## config.mk

```make
export PLATFORM = sky130hd
export DESIGN_NAME = lcd_4bit_write_sequencer_top
export DESIGN_NICKNAME = d
export VERILOG_FILES = /design/src/rtl/lws_pkg.sv /design/src/rtl/lws_cfg_regs.sv /design/src/rtl/lws_seq.sv /design/src/rtl/lcd_4bit_write_sequencer_top.sv
export SDC_FILE = /design/constraint.sdc
export NUM_CORES = 1
export LEC_CHECK = 0
export ABC_AREA = 1
export ABC_CLOCK_PERIOD_IN_PS = 2550
export BUFFER_PORTS_ARGS = -buffer_cell sky130_fd_sc_hd__buf_2
export CAP_MARGIN = 20
export CELL_PAD_IN_SITES_DETAIL_PLACEMENT = 1
export CELL_PAD_IN_SITES_GLOBAL_PLACEMENT = 1
export CORE_UTILIZATION = 40
export CTS_BUF_LIST = sky130_fd_sc_hd__clkbuf_16
export CTS_CLUSTER_SIZE = 14
export DETAILED_ROUTE_END_ITERATION = 10
export GPL_TIMING_DRIVEN = 0
export PLACE_DENSITY_LB_ADDON = 0.1
export SETUP_SLACK_MARGIN = 0.5
export SLEW_MARGIN = 0
export SYNTH_ARGS = -nofsm -noshare
export SYNTH_HDL_FRONTEND = slang
export SYNTH_SLANG_ARGS = --single-unit
export TNS_END_PERCENT = 30
```

## constraint.sdc

```tcl
create_clock -name clk_i -period 2.55 [get_ports clk_i]
set_input_delay 0.765 -clock clk_i [delete_from_list [all_inputs] [get_ports clk_i]]
set_output_delay 0.765 -clock clk_i [all_outputs]
set_load 0.005 [all_outputs]
```

## src/rtl/lws_pkg.sv

```systemverilog
// Shared types, codes and tables for the 4-bit LCD write sequencer.
`default_nettype none
package lws_pkg;

  localparam int unsigned CFG_W     = 20;
  localparam int unsigned CFG_IDX_W = 2;
  localparam int unsigned TIMER_W   = 20;

  localparam logic [CFG_W-1:0] POWER_ON_RST = CFG_W'(50000);
  localparam logic [CFG_W-1:0] COMMAND_RST  = CFG_W'(39);
  localparam logic [CFG_W-1:0] CLEAR_RST    = CFG_W'(1530);
  localparam logic [CFG_W-1:0] ENABLE_RST   = CFG_W'(1000);

  // configuration register indexes
  localparam logic [CFG_IDX_W-1:0] REG_POWER_ON = 2'd0;
  localparam logic [CFG_IDX_W-1:0] REG_COMMAND  = 2'd1;
  localparam logic [CFG_IDX_W-1:0] REG_CLEAR    = 2'd2;
  localparam logic [CFG_IDX_W-1:0] REG_ENABLE   = 2'd3;

  // request codes
  localparam logic [2:0] CMD_TICK   = 3'd0;
  localparam logic [2:0] CMD_INIT   = 3'd1;
  localparam logic [2:0] CMD_WRITE  = 3'd2;
  localparam logic [2:0] CMD_CHAR   = 3'd3;
  localparam logic [2:0] CMD_CURSOR = 3'd4;
  localparam logic [2:0] CMD_CLEAR  = 3'd5;

  // status codes
  localparam logic [1:0] ST_NONE   = 2'd0;
  localparam logic [1:0] ST_ACCEPT = 2'd1;
  localparam logic [1:0] ST_REJECT = 2'd2;

  // byte write phases
  localparam logic [2:0] PH_IDLE   = 3'd0;
  localparam logic [2:0] PH_HIGH   = 3'd1;
  localparam logic [2:0] PH_GAP    = 3'd2;
  localparam logic [2:0] PH_LOW    = 3'd3;
  localparam logic [2:0] PH_SETTLE = 3'd4;

  localparam logic [2:0] INIT_STEPS = 3'd5;

  localparam logic [7:0] LCD_SET_DDRAM = 8'h80;
  localparam logic [7:0] LCD_CLEAR     = 8'h01;
  localparam logic [7:0] LCD_HOME      = 8'h02;

  typedef enum logic [1:0] {
    OP_IDLE  = 2'd0,
    OP_INIT  = 2'd1,
    OP_WRITE = 2'd2,
    OP_CLEAR = 2'd3
  } op_e;

  typedef struct packed {
    logic [CFG_W-1:0] power_on;
    logic [CFG_W-1:0] command;
    logic [CFG_W-1:0] clear;
    logic [CFG_W-1:0] enable;
  } timers_t;

  typedef struct packed {
    logic [3:0] col;
    logic [1:0] row;
    logic [7:0] byte_value;
    logic [2:0] cmd;
  } item_t;

  typedef struct packed {
    logic       op_done;
    logic [1:0] status;
    logic       init_done;
    logic       busy_res;
    logic [3:0] nibble;
    logic       enable;
    logic       rw;
    logic       rs;
  } result_t;

  function automatic logic [7:0] init_byte(input logic [2:0] idx);
    case (idx)
      3'd0:    init_byte = LCD_HOME;
      3'd1:    init_byte = 8'h28;
      3'd2:    init_byte = 8'h0C;
      3'd3:    init_byte = 8'h06;
      default: init_byte = LCD_CLEAR;
    endcase
  endfunction

  function automatic logic [7:0] row_offset(input logic [1:0] row);
    case (row)
      2'd0:    row_offset = 8'h00;
      2'd1:    row_offset = 8'h40;
      2'd2:    row_offset = 8'h10;
      default: row_offset = 8'h50;
    endcase
  endfunction

endpackage
`default_nettype wire

```

## src/rtl/lws_cfg_regs.sv

```systemverilog
// Timing configuration registers of the LCD write sequencer.
`default_nettype none
module lws_cfg_regs
  import lws_pkg::*;
(
  input  wire logic                 clk_i,
  input  wire logic                 rst_ni,
  input  wire logic                 cfg_valid_i,
  input  wire logic [CFG_IDX_W-1:0] cfg_index_i,
  input  wire logic [CFG_W-1:0]     cfg_data_i,
  output timers_t                   timers_o
);

  timers_t timers_q, timers_d;

  always_comb begin
    timers_d = timers_q;
    if (cfg_valid_i) begin
      case (cfg_index_i)
        REG_POWER_ON: timers_d.power_on = cfg_data_i;
        REG_COMMAND:  timers_d.command  = cfg_data_i;
        REG_CLEAR:    timers_d.clear    = cfg_data_i;
        REG_ENABLE:   timers_d.enable   = cfg_data_i;
        default:      timers_d = timers_q;
      endcase
    end
  end

  always_ff @(posedge clk_i or negedge rst_ni) begin
    if (!rst_ni) begin
      timers_q.power_on <= POWER_ON_RST;
      timers_q.command  <= COMMAND_RST;
      timers_q.clear    <= CLEAR_RST;
      timers_q.enable   <= ENABLE_RST;
    end else begin
      timers_q <= timers_d;
    end
  end

  assign timers_o = timers_q;

endmodule
`default_nettype wire

```

## src/rtl/lws_seq.sv

```systemverilog
// Operation state machine, tick timer and bus drive of the LCD write sequencer.
`default_nettype none
module lws_seq
  import lws_pkg::*;
#(
  parameter int unsigned TIMER_WIDTH = TIMER_W
) (
  input  wire logic    clk_i,
  input  wire logic    rst_ni,
  input  wire logic    step_i,
  input  wire item_t   item_i,
  input  wire timers_t timers_i,
  output result_t      result_o
);

  localparam int unsigned CW = (TIMER_WIDTH > CFG_W) ? TIMER_WIDTH : CFG_W;

  function automatic logic [TIMER_WIDTH-1:0] load(input logic [CFG_W-1:0] v);
    logic [CW-1:0] ext;
    logic [CW-1:0] lim;
    ext = CW'(v);
    lim = CW'({TIMER_WIDTH{1'b1}});
    load = (ext > lim) ? {TIMER_WIDTH{1'b1}} : ext[TIMER_WIDTH-1:0];
  endfunction

  op_e                    op_q, op_d;
  logic [2:0]             step_q, step_d;
  logic [2:0]             phase_q, phase_d;
  logic [TIMER_WIDTH-1:0] cnt_q, cnt_d;
  logic [7:0]             byte_q, byte_d;
  logic                   rs_q, rs_d;
  logic                   en_q, en_d;
  logic [3:0]             nib_q, nib_d;
  logic                   init_q, init_d;

  logic       busy;
  logic       start;
  logic [7:0] start_byte;
  logic       start_rs;
  logic       fin;
  logic [1:0] status;
  logic [7:0] cursor_byte;

  assign busy        = (op_q != OP_IDLE);
  assign cursor_byte = ({4'h0, item_i.col} + row_offset(item_i.row)) | LCD_SET_DDRAM;

  always_comb begin
    op_d       = op_q;
    step_d     = step_q;
    phase_d    = phase_q;
    cnt_d      = cnt_q;
    byte_d     = byte_q;
    rs_d       = rs_q;
    en_d       = en_q;
    nib_d      = nib_q;
    init_d     = init_q;
    start      = 1'b0;
    start_byte = byte_q;
    start_rs   = 1'b0;
    fin        = 1'b0;
    status     = ST_NONE;

    if (step_i) begin
      case (item_i.cmd)
        CMD_TICK: begin
          if (busy) begin
            if (cnt_q > TIMER_WIDTH'(1)) begin
              cnt_d = cnt_q - TIMER_WIDTH'(1);
            end else begin
              cnt_d = '0;
              if (op_q == OP_INIT && step_q == 3'd0) begin
                step_d     = 3'd1;
                start      = 1'b1;
                start_byte = init_byte(3'd0);
              end else begin
                case (phase_q)
                  PH_HIGH: begin
                    en_d    = 1'b0;
                    nib_d   = byte_q[3:0];
                    phase_d = PH_GAP;
                  end
                  PH_GAP: begin
                    en_d    = 1'b1;
                    cnt_d   = load(timers_i.enable);
                    phase_d = PH_LOW;
                  end
                  PH_LOW: begin
                    en_d = 1'b0;
                    if (op_q == OP_WRITE) begin
                      fin = 1'b1;
                    end else begin
                      cnt_d = (op_q == OP_CLEAR || step_q >= INIT_STEPS)
                              ? load(timers_i.clear) : load(timers_i.command);
                      phase_d = PH_SETTLE;
                    end
                  end
                  default: begin
                    if (op_q == OP_INIT && step_q != 3'd0 && step_q < INIT_STEPS) begin
                      step_d     = step_q + 3'd1;
                      start      = 1'b1;
                      start_byte = init_byte(step_q);
                    end else begin
                      fin = 1'b1;
                    end
                  end
                endcase
              end
            end
          end
        end
        CMD_INIT: begin
          if (busy) begin
            status = ST_REJECT;
          end else begin
            status  = ST_ACCEPT;
            op_d    = OP_INIT;
            init_d  = 1'b0;
            step_d  = 3'd0;
            phase_d = PH_IDLE;
            en_d    = 1'b0;
            rs_d    = 1'b0;
            cnt_d   = load(timers_i.power_on);
          end
        end
        CMD_WRITE, CMD_CHAR, CMD_CURSOR, CMD_CLEAR: begin
          if (busy) begin
            status = ST_REJECT;
          end else begin
            status = ST_ACCEPT;
            start  = 1'b1;
            op_d   = (item_i.cmd == CMD_CLEAR) ? OP_CLEAR : OP_WRITE;
            case (item_i.cmd)
              CMD_CHAR: begin
                start_byte = item_i.byte_value;
                start_rs   = 1'b1;
              end
              CMD_CURSOR: start_byte = cursor_byte;
              CMD_CLEAR:  start_byte = LCD_CLEAR;
              default:    start_byte = item_i.byte_value;
            endcase
          end
        end
        default: ;
      endcase

      if (fin) begin
        if (op_q == OP_INIT) begin
          init_d = 1'b1;
          step_d = 3'd0;
        end
        op_d    = OP_IDLE;
        phase_d = PH_IDLE;
        cnt_d   = '0;
        en_d    = 1'b0;
      end

      if (start) begin
        byte_d  = start_byte;
        rs_d    = start_rs;
        nib_d   = start_byte[7:4];
        en_d    = 1'b1;
        cnt_d   = load(timers_i.enable);
        phase_d = PH_HIGH;
      end
    end

    result_o.rs        = rs_d;
    result_o.rw        = 1'b0;
    result_o.enable    = en_d;
    result_o.nibble    = nib_d;
    result_o.busy_res  = (op_d != OP_IDLE);
    result_o.init_done = init_d;
    result_o.status    = status;
    result_o.op_done   = fin;
  end

  always_ff @(posedge clk_i or negedge rst_ni) begin
    if (!rst_ni) begin
      op_q    <= OP_IDLE;
      step_q  <= 3'd0;
      phase_q <= PH_IDLE;
      cnt_q   <= '0;
      byte_q  <= 8'h00;
      rs_q    <= 1'b0;
      en_q    <= 1'b0;
      nib_q   <= 4'h0;
      init_q  <= 1'b0;
    end else begin
      op_q    <= op_d;
      step_q  <= step_d;
      phase_q <= phase_d;
      cnt_q   <= cnt_d;
      byte_q  <= byte_d;
      rs_q    <= rs_d;
      en_q    <= en_d;
      nib_q   <= nib_d;
      init_q  <= init_d;
    end
  end

endmodule
`default_nettype wire

```

## src/rtl/lcd_4bit_write_sequencer_top.sv

```systemverilog
// Top level of the 4-bit LCD write sequencer: stream ports, input and result registers.
// A request lands in the input register; its result is loaded into the result register when it advances.
// Throughput: one request per cycle unless m_axis_tready holds the result; timer and sequencer step once per request.
// Reset (rst_ni low, asynchronous): sequencer idle, bus and flags cleared, timing
// registers back to 50000 / 39 / 1530 / 1000 ticks, both register stages empty.
`default_nettype none
module lcd_4bit_write_sequencer_top
  import lws_pkg::*;
#(
  parameter int unsigned TIMER_WIDTH = TIMER_W
) (
  input  wire logic                 clk_i,
  input  wire logic                 rst_ni,
  input  wire logic                 s_axis_tvalid,
  output      logic                 s_axis_tready,
  // [2:0] cmd, [10:3] byte_value, [12:11] row, [16:13] col, [23:17] ignored
  input  wire logic [23:0]          s_axis_tdata,
  output      logic                 m_axis_tvalid,
  input  wire logic                 m_axis_tready,
  // [0] rs, [1] rw, [2] enable, [6:3] nibble, [7] busy_res, [8] init_done,
  // [10:9] status, [11] op_done, [15:12] zero
  output      logic [15:0]          m_axis_tdata,
  input  wire logic                 cfg_valid_i,
  output      logic                 cfg_ready_o,
  input  wire logic [CFG_IDX_W-1:0] cfg_index_i,
  input  wire logic [CFG_W-1:0]     cfg_data_i
);

  localparam int unsigned ITEM_W = $bits(item_t);
  localparam int unsigned RES_W  = $bits(result_t);

  logic    in_valid_q;
  item_t   in_q;
  logic    out_valid_q;
  result_t out_q;
  logic    advance;
  logic    s_fire;
  timers_t timers;
  result_t result;

  assign advance       = in_valid_q && (!out_valid_q || m_axis_tready);
  assign s_axis_tready = !in_valid_q || advance;
  assign s_fire        = s_axis_tvalid && s_axis_tready;
  assign cfg_ready_o   = 1'b1;

  lws_cfg_regs u_cfg (
    .clk_i       (clk_i),
    .rst_ni      (rst_ni),
    .cfg_valid_i (cfg_valid_i),
    .cfg_index_i (cfg_index_i),
    .cfg_data_i  (cfg_data_i),
    .timers_o    (timers)
  );

  lws_seq #(
    .TIMER_WIDTH (TIMER_WIDTH)
  ) u_seq (
    .clk_i    (clk_i),
    .rst_ni   (rst_ni),
    .step_i   (advance),
    .item_i   (in_q),
    .timers_i (timers),
    .result_o (result)
  );

  always_ff @(posedge clk_i or negedge rst_ni) begin
    if (!rst_ni) begin
      in_valid_q  <= 1'b0;
      out_valid_q <= 1'b0;
    end else begin
      if (s_axis_tready) begin
        in_valid_q <= s_axis_tvalid;
      end
      if (advance) begin
        out_valid_q <= 1'b1;
      end else if (m_axis_tready) begin
        out_valid_q <= 1'b0;
      end
    end
  end

  always_ff @(posedge clk_i) begin
    if (s_fire) begin
      in_q <= item_t'(s_axis_tdata[ITEM_W-1:0]);
    end
    if (advance) begin
      out_q <= result;
    end
  end

  assign m_axis_tvalid = out_valid_q;
  assign m_axis_tdata  = {(16 - RES_W)'(0), out_q};

  a_advance_fills_out: assert property (@(posedge clk_i) disable iff (!rst_ni)
    advance |=> out_valid_q)
    else $error("result register not loaded after a request advanced");

  a_idle_enable_low: assert property (@(posedge clk_i) disable iff (!rst_ni)
    out_valid_q && !out_q.busy_res |-> !out_q.enable)
    else $error("enable high while sequencer idle");

  a_done_ends_busy: assert property (@(posedge clk_i) disable iff (!rst_ni)
    out_valid_q && out_q.op_done |-> !out_q.busy_res && out_q.status == ST_NONE)
    else $error("operation done while still busy");

  a_reject_busy: assert property (@(posedge clk_i) disable iff (!rst_ni)
    out_valid_q && out_q.status == ST_REJECT |-> out_q.busy_res)
    else $error("request rejected while idle");

endmodule
`default_nettype wire
```

==> summary.txt <==
Pwr
  • VDD IR max: approximately 0.00047 V
  • Total Power: about 0.0097 W
  • Power Dens Cells: approximately 940 mW/mm²
  • Static Leakage: approximately 5.0 nW

Floorplanning
  • # IOs: 70
  • Initial Util: 40.7%
  • Std cell rows: between 50 and 60
  • Width of the die: 145 µm
  • Die height: 145 µm
  • Core ar.: ~0.02 mm²
  • Die area: approximately 0.021 mm²

STA
  • RSZ-0062 raised after global routing: yes
  • Fmax achieved: 439 MHz
  • WHS: approximately 0.25 ns
  • Final period utilization: 89.4%
  • Fin. Hold Viols: 0
  • Slew Limit Fails: 0
  • Clk_skew: 0.0122 ns
  • # setup viols final: 0
  • Tightest Pin Transition: around 0.71 ns
  • Minimum clock period: roughly 2.3 ns
  • Rel. slew slack: approximately 53%

CTS
  • CTS H-Tree Depth: 4
  • CTS sink count: 153
  • Skew-Pair Late Insertion Delay: between 0.4 and 0.5 ns
  • Clock Tree Buf Depth: 2
  • Cts hold-fix bufs: 0
  • CTS buffer count: 17
  • Reg clk slew, reported paths: 0.07 ns
  • TritonCTS clock tree: done
  • Clock root cell: clkbuf_16

GRT
  • Pin count of the biggest net entering global routing: 82
  • Initial antenna violation count: 0
  • Number of global-route vias before repair: 7775
  • GR Overflow Total: 0
  • Gr usage total: between 20% and 30%
  • Global-route wire length before repair: 41600 µm

Finish
  • Share of layout cells above drive strength 1: 22.8%
  • P&R area growth vs syn: 24.7%
  • # diodes: 0
  • Design Area, Final: 0.0103 mm²
  • Area of the multi-input gates: roughly 0.004 mm²
  • Utilization after layout: approximately 51%
  • Layout Nets: between 1000 and 1500
  • Final Non-Filler Cells: between 1000 and 1500
  • Register area: 0.00401 mm²
  • Fill cell count: ~2500

Critical path
  • Arr. time, crit path: about 2.4 ns
  • CP endpoint kind: flop
  • Reg2Reg Launch Point: u_seq.op_q[1]
  • Crit path max fanout: 6
  • Top Family by Delay on Critical Path: simple AND/OR/NAND/NOR gates
  • FF-to-FF path depth: 11
  • CP dominant cell by count: o211ai_1
  • Crit Path Category: reg2reg
  • Required time of the critical path: between 2 and 3 ns
  • R2R setup slack: approximately 0.27 ns
  • Slowest cell delay on critical path: 0.44 ns
  • Crit-path slowest cell: dfrtp_1
  • CP bufs+invs: 2
  • Worst path cell trace: inv_1, nand2_1, nor2_2, nand3_2, nand2_4, nand3_4, nand2_8, buf_6, nor2_4, o211ai_1, o211ai_1
  • Worst setup SP type: flop
  • Reg-to-reg endpoint: m_axis_tdata[6]

Synthesis
  • Synth cell count leaders: nand2_1 (379), o21ai_0 (138), nor2_1 (112)
  • Ys async rst share: 81.7%
  • Primary FF master, synth: dfrtp_1
  • Synth Register Bits: 153
  • Synth Cell Area: roughly 0.0082 mm²
  • Top post-synthesis cells by area: dfrtp_1 (31%), nand2_1 (17%), edfxtp_1 (10%), o21ai_0 (8.4%), dfstp_2 (7.7%)
  • Yosys synthesis warning count: 0
  • Cell taking the most area after synthesis: dfrtp_1
  • EDFF count, synth: 28
  • Synth Area per Inst: around 7.7 µm²
  • Register area share after synthesis: between 40% and 50%
  • Most common cell in the netlist: nand2_1
  • Gate Count Post-Synth: approximately 1100
  • Yosys top cell area share: 30.7%
  • Post-synth cell types: 40

Routing
  • DRT antenna net count: 0
  • Residual DRC: 0
  • Wire per inst: roughly 18 µm
  • Pre-antenna DRT Iters: 4
  • Vias/cell: just over 5
  • Via Count: roughly 7500
  • DR iter-0 viols: between 300 and 400
  • Drt total wl: ~26000 µm

Flow run
  • Max-Cap Viols: 0

Placement
  • Placed Cells: about 1400
  • Port Buf Inserts: 56
  • Placer congestion estimate: 0.862
  • Cell area after placement: between 0.008 and 0.009 mm²
  • Post-DP HPWL: 18600 µm

Status
  • Status: completed

Worst hold path
  • Hold WC Path Type: in2async
-- flip-flops by register name, summed over array words and instances, names as in the netlist --
register        cells
u_seq.cnt_q        20
u_seq.en_q          1
u_seq.op_q          2
u_seq.init_q        1
m_axis_tvalid       1
u_cfg.timers_o     80
u_seq.step_q        3
in_q               17
in_valid_q          1
u_seq.nib_q         4
u_seq.rs_q          1
u_seq.byte_q        8
u_seq.phase_q       3
m_axis_tdata       11
-- layout make-up --
class / instances / area share [%]
inverters: 91 / 3.56
plain buffers: 47 / 3.06
clock buffers: 17 / 4.14
flip-flops and latches: 153 / 39.0
well taps: 270 / 3.29
clock inverters: 15 / 1.36
multi-input cells: 787 / 38.2
repair buffers: 102 / 7.32
-- power breakdown --
part	switching, W	total, W	internal (W)
sequential	0.000447	0.00353	0.00308
combinational	0.00228	0.00365	0.00137
clock	0.00114	0.00250	0.00136
-- cell families (layout without fill, tap and decap cells) --
family,after synthesis,in the layout,share of synthesized area [%]
and+or+nand+nor,577,577,29.8
DFF,153,153,48.6
AOI/OAI and AO/OA,185,185,11.9
xor gates and xnor gates,12,12,1.28
other,2,6,0.0912
buffers and inverters,138,272,7.33
adders and majority gates,7,7,1.06
-- what timing repair did --
item / in CTS / in global routing
setup endpoints to repair: 51 / 49
gates resized for setup: 73 / 49
gates cloned: 0 / 2
setup buffers: 29 / 14
endpoints found under the hold margin: 0 / 0
pin swaps: 18 / 21
-- cell usage in the layout (no fill, tap or decap), drive strengths merged --
cell / instances
nand3: 47
o21ai: 140
a31oi: 1
o32ai: 1
clkinvlp: 1
dfrtp: 101
bufinv: 1
o211ai: 7
a21oi: 26
buf: 122
edfxtp: 28
a21o: 4
clkinv: 7
nor3: 6
a22o: 4
xor2: 4
ha: 7
xnor2: 8
or2: 7
nand3b: 1
clkbuf: 44
dfstp: 24
conb: 6
nand4: 7
o22ai: 2
nand2: 388
nor2: 121
inv: 97
-- how the worst max path moves through the flow --
stage                                    end             start  slack [ns]  cells past startpoint
after floorplan              m_axis_tdata[5]   u_seq.step_q[0]        0.48                     13
after global placement    u_cfg.timers_o[33]            rst_ni       -1.09                      1
after detailed placement     m_axis_tdata[4]    u_seq.cnt_q[2]       -0.11                     11
after CTS                    m_axis_tdata[5]    u_seq.cnt_q[3]        0.34                     11
after global routing         u_seq.cnt_q[19]  u_seq.phase_q[2]        0.21                     14
final                        m_axis_tdata[6]     u_seq.op_q[1]        0.27                     11
-- metal layers --
metal | GRT usage, % | vias up | routed length (µm)
li1 | - | 3683 | -
met1 | 32.4 | 3651 | 11900
met2 | 43.2 | 119 | 13200
met3 | 3.20 | 50 | 696
met4 | 8.74 | 0 | 752
met5 | 0 | - | 0
-- stage by stage --
step | TNS, ns | setup WS, ns
after global placement | -116.21 | -1.09
after detailed placement | -0.426 | -0.106
after global routing | 0 | 0.207
after CTS | 0 | 0.339
final | 0 | 0.270
after floorplan | 0 | 0.481
(Power assumes the default switching activity.)
